## src/rtl/core/dcc_ram.sv

```systemverilog
// dcc_ram: generic single write port, single read port ram with registered
// read data. No dependencies.
module dcc_ram #(
    parameter int WIDTH = 16,
    parameter int DEPTH = 64
) (
    input  logic                     i_clk,
    input  logic                     i_we,
    input  logic [$clog2(DEPTH)-1:0] i_waddr,
    input  logic [WIDTH-1:0]         i_wdata,
    input  logic [$clog2(DEPTH)-1:0] i_raddr,
    output logic [WIDTH-1:0]         o_rdata
);
    logic [WIDTH-1:0] r_mem [DEPTH];
    logic [WIDTH-1:0] r_rdata;

    always_ff @(posedge i_clk) begin
        if (i_we) begin
            r_mem[i_waddr] <= i_wdata;
        end
        r_rdata <= r_mem[i_raddr];
    end

    assign o_rdata = r_rdata;
endmodule

```

## config.mk

```make
export PLATFORM = sky130hd
export DESIGN_NAME = dcc_ram
export DESIGN_NICKNAME = d
export VERILOG_FILES = /design/src/rtl/core/dcc_ram.sv
export SDC_FILE = /design/constraint.sdc
export NUM_CORES = 1
export LEC_CHECK = 0
export BUFFER_PORTS_ARGS = -buffer_cell sky130_fd_sc_hd__buf_4
export CORE_ASPECT_RATIO = 1.25
export CORE_UTILIZATION = 41
export DETAILED_ROUTE_END_ITERATION = 6
export PLACE_DENSITY = 0.61
export SYNTH_ARGS = -nofsm -noshare
export SYNTH_HDL_FRONTEND = slang
export SYNTH_SLANG_ARGS = --single-unit
```

## constraint.sdc

```tcl
create_clock -name i_clk -period 3.1 [get_ports i_clk]
set_input_delay 0.62 -clock i_clk [delete_from_list [all_inputs] [get_ports i_clk]]
set_output_delay 0.62 -clock i_clk [all_outputs]
set_load 0.02 [all_outputs]
```

# After elaboration in Yosys (flattened, before gate mapping)
# Memory sizes are Yosys's and may differ from the RTL's. A register that Yosys moved wholly into a read port is not among the register bits.
# Cells that the tools add are included.
# totals
reg_bits,0
mem_bits_rw,1024
input_bits,30
out_inout_bits,16
elab_cells,3
n_memories,1
# op_classes
n_mux,2
# memory_table
name,words,word_bits,rd,rd_ports_with_merged_regs,wr,line_no,text
r_mem,64,16,1,1,1,14,logic [WIDTH-1:0] r_mem [DEPTH];
# ops
op,count
2-to-1 mux 1 bit,2

# Longest topological paths before layout
# depth
depth_word,2
mapped_depth,10
mapped_depth_nobuf,5

# Least setup slack after synthesis
# Ideal clock, no wire load.
# synth_timing
path_kind,input to register
from,in i_waddr[3]
to,mem r_mem[48][0] (enable)
setup_ns,0.409
arrival_time_ns,2.246
required_ns,2.691
setup_slack_ns,0.445
stages,4
n_path_buf,1
path_cell_list,clkbuf_1 -> nor2b_1 -> nand4b_1 -> nor3_1
# synth_lines
element,line_no,text
from (decl),9,"input logic [$clog2(DEPTH)-1:0] i_waddr,"
to (decl),14,
# Straight into the memory's write port.

==> summary.md <==
| Metric | Value |
|---|---|
| Status | finished, violations left |
| Failing checks | DRC |
| Fill count | approximately 8000 |
| Routed wire length | 97200 um |
| Pre-antenna DRT Iters | 7 |
| Cell internal pwr | around 23 mW |
| CP Launch Type | input port |
| Worst flop-to-flop path startpoint | r_mem[7][11]$_DFFE_PP_ |
| Core Footprint | around 96000 sq um |
| Die height | roughly 350 um |
| Post-cts gate resize count | 0 |
| Total gr overflow | 0 |
| DIE WIDTH | 282 um |
| Clock latency on the worst-skew pair | 0.67 ns |
| Routability cong. | around 0.80 |
| Final design utilization | between 40% and 50% |
| CTS tree | yes |
| CP delay by family, top | multiplexers |
| Clk buf depth | 3 |
| Placement Cell Area | roughly 43000 sq um |
| Syn Inst Count | 1829 |
| Final Hold Viols | 0 |
| Fin cells | 3418 |
| Pins over their slew limit | 0 |
| Maximum clock frequency | between 0.3 and 0.4 GHz |
| RSZ-0062 raised after global routing | false |
| Routed len/inst | 28.4 um |
| Rows | roughly 130 |
| Largest net degree at the start of global routing | 65 |
| Mean post-synth cell area | around 22 sq um |
| Power Dens Cells | around 640 nW/um^2 |
| Critical Path Fanout Max | 26 |
| Actual slew at the worst max-slew pin | approximately 0.93 ns |
| Initial antenna violation count | 5 |
| Layout Nets | between 2000 and 2500 |
| Design area | between 40000 and 50000 sq um |
| End of the critical path | o_rdata[4]$_DFF_P_ |
| Switching power | a little over 6 mW |
| CP Class | input port to flop |
| Synthesized flop and latch total | between 1000 and 1500 |
| Register area | 31100 sq um |
| # hold bufs at CTS | 0 |
| Final min period | around 2.5 ns |
| Dominant synthesized flop cell | edfxtp_1 |
| First-pass GRT wire length | approximately 140000 um |
| Vias in the first global route | between 15000 and 20000 |
| Clk sinks | roughly 1000 |
| Comb pwr share | approximately 5.4% |
| Hold crit path type | input port to flop |
| Max IR drop VDD | 0.000451 V |
| Starting DRT DRC Count | 1884 |
| WP depth | 8 |
| Critical Path Start | i_raddr[0] |
| Synth warn | 0 |
| FF-to-FF path depth | 5 |
| Worst Setup End Kind | flop |
| Vias | 19200 |
| Setup violators final | 0 |
| H-tree depth | 3 |
| Die footprint | between 90000 and 100000 sq um |
| Max stage delay on crit path | ~0.53 ns |
| Final worst path period share | roughly 80% |
| Worst Path Arrival | between 3 and 4 ns |
| Clock transition at path regs | around 0.06 ns |
| Required time of the critical path | roughly 3.6 ns |
| Syn nets | approximately 1900 |
| Commonest cells after routing, fill and taps aside | edfxtp_1 (1024), mux4_2 (220), buf_4 (204), clkbuf_16 (96), mux2i_1 (85) |
| Critical-path cell list | buf_8 > buf_12 > buf_4 > mux4_2 > mux2i_1 > nand3_1 > a31oi_1 > a311oi_1 |
| Area growth syn-to-layout | 15.0% |
| Switching part of the total | approximately a fifth |
| Placed instance count | between 3000 and 4000 |
| Seq pwr share | between 50% and 60% |
| Starting density of the core | 41.6% |
| IO buf count | 45 |
| Reg-to-reg endpoint | o_rdata[11]$_DFF_P_ |
| Leakage power figure | approximately 15 nW |
| IO Pins | 46 |
| DRC viols | 11 |
| Register area share after synthesis | between 70 and 80% |
| Total Power | 29.3 mW |
| R2R Setup Slk | slightly below 0.8 ns |
| CTS root buffer | clkbuf_16 |
| Distinct cell type count after synthesis | between 40 and 50 |
| DP Wirelength | about 60000 um |
| Worst Path Buf+Inv | 3 |
| Commonest non-fill, non-tap cell in the layout | edfxtp_1 |
| Routed vias/inst | 5.62 |
| TritonCTS buffer count | between 90 and 100 |
| Asr flop ratio synth | 0% |
| # Max-Cap Violations | 0 |
| Gr usage total | just under 20% |
| Multi-input gate area | about 8200 sq um |
| Setup bufs post-CTS | 0 |
| Fraction of layout cells with a size suffix above 1 | 29.1% |
| Slew headroom | 37.6% |
| Post-Route Skew | roughly 0.032 ns |
| Clock power share | about two fifths |
| EDFF count, synth | around 1000 |
| Crit-path slowest cell | mux4_2 |
| ANT nets after route | 0 |
| Synthesized area | ~40000 sq um |
[final cells by class]
cell class	instances	area share [%]
well taps	1290	3.51
diodes	3	0.0163
clock inverters	57	1.49
repair buffers	223	4.11
flip-flops and latches	1040	67.5
multi-input cells	685	17.9
clock buffers	120	5.48
[worst reg2reg max path: stages, from the launching register on]
cell,delay [ns]
edfxtp_1,0.37
mux4_2,0.47
mux2i_1,0.43
a22oi_1,0.27
a31oi_1,0.57
a311oi_1,0.11
[cells in the mapped netlist (6+ instances only)]
cell type	instances	area, sq um
mux2i_1	85	851
nand2_1	59	221
buf_4	13	97.6
a311oi_1	8	70.1
nand3_1	24	120
buf_2	36	180
nand4_1	12	75.1
a22o_1	6	52.6
a21oi_1	17	85.1
buf_6	17	191
a211o_1	8	70.1
dfxtp_1	16	320
mux2_2	27	304
a22oi_1	39	293
clkbuf_1	24	90.1
a221o_1	6	60.1
a211oi_1	8	60.1
mux4_2	220	4950
a31oi_1	8	50.1
nor2b_1	30	188
nor2_1	72	270
a221oi_1	16	140
edfxtp_1	1024	30700
[worst min-delay path by stage]
stage,slack (ns),end,from,cells after the start
5_1_grt,0.51,o_rdata[3]$_DFF_P_,i_raddr[5],3
2_1_floorplan,0.72,r_mem[0][0]$_DFFE_PP_,i_wdata[0],0
4_1_cts,0.45,o_rdata[0]$_DFF_P_,i_raddr[5],3
3_5_place_dp,0.86,o_rdata[13]$_DFF_P_,r_mem[37][13]$_DFFE_PP_,3
6_report,0.49,o_rdata[0]$_DFF_P_,i_raddr[5],3
3_3_place_gp,0.87,o_rdata[14]$_DFF_P_,r_mem[27][14]$_DFFE_PP_,4
[registers in the layout, summed over array words and instances, names as in the netlist]
signal   flops
o_rdata     16
r_mem     1024
[metal layers]
| metal | wire length [um] | GRT usage, % | vias up |
|---|---|---|---|
| met5 | 54 | 0 | - |
| met4 | 2600 | 6.19 | 8 |
| met3 | 5700 | 3.11 | 148 |
| met2 | 51300 | 35.1 | 644 |
| met1 | 37500 | 25.1 | 10300 |
| li1 | - | - | 8112 |
[stage by stage]
| step | hold slack (ns) | TNS [ns] | worst slack, ns |
|---|---|---|---|
| global route | 0.508 | 0 | 0.517 |
| global placement | 0.873 | -0.0455 | -0.0455 |
| floorplan | 0.719 | 0 | 0.445 |
| CTS | 0.454 | 0 | 0.650 |
| detailed placement | 0.861 | -0.0695 | -0.0695 |
| finish | 0.494 | 0 | 0.557 |
[power by group through the flow]
stage               Combinational, mW  Clock (mW)  Sequential [mW]
finish                           1.59        12.0             15.6
global route                     1.68        12.7             15.6
CTS                              1.62        12.3             15.6
detailed placement               1.61           0             15.9
global placement                 1.59           0             15.9
floorplan                       0.806           0             15.9
[logic make-up after synthesis]
family,Yosys count,share of synthesized area (%)
compound gates,129,2.41
buf+inv,104,1.83
mux,336,15.5
flops,1040,77.6
simple gates,220,2.65
Note: power is estimated with default switching activity, not from simulation.
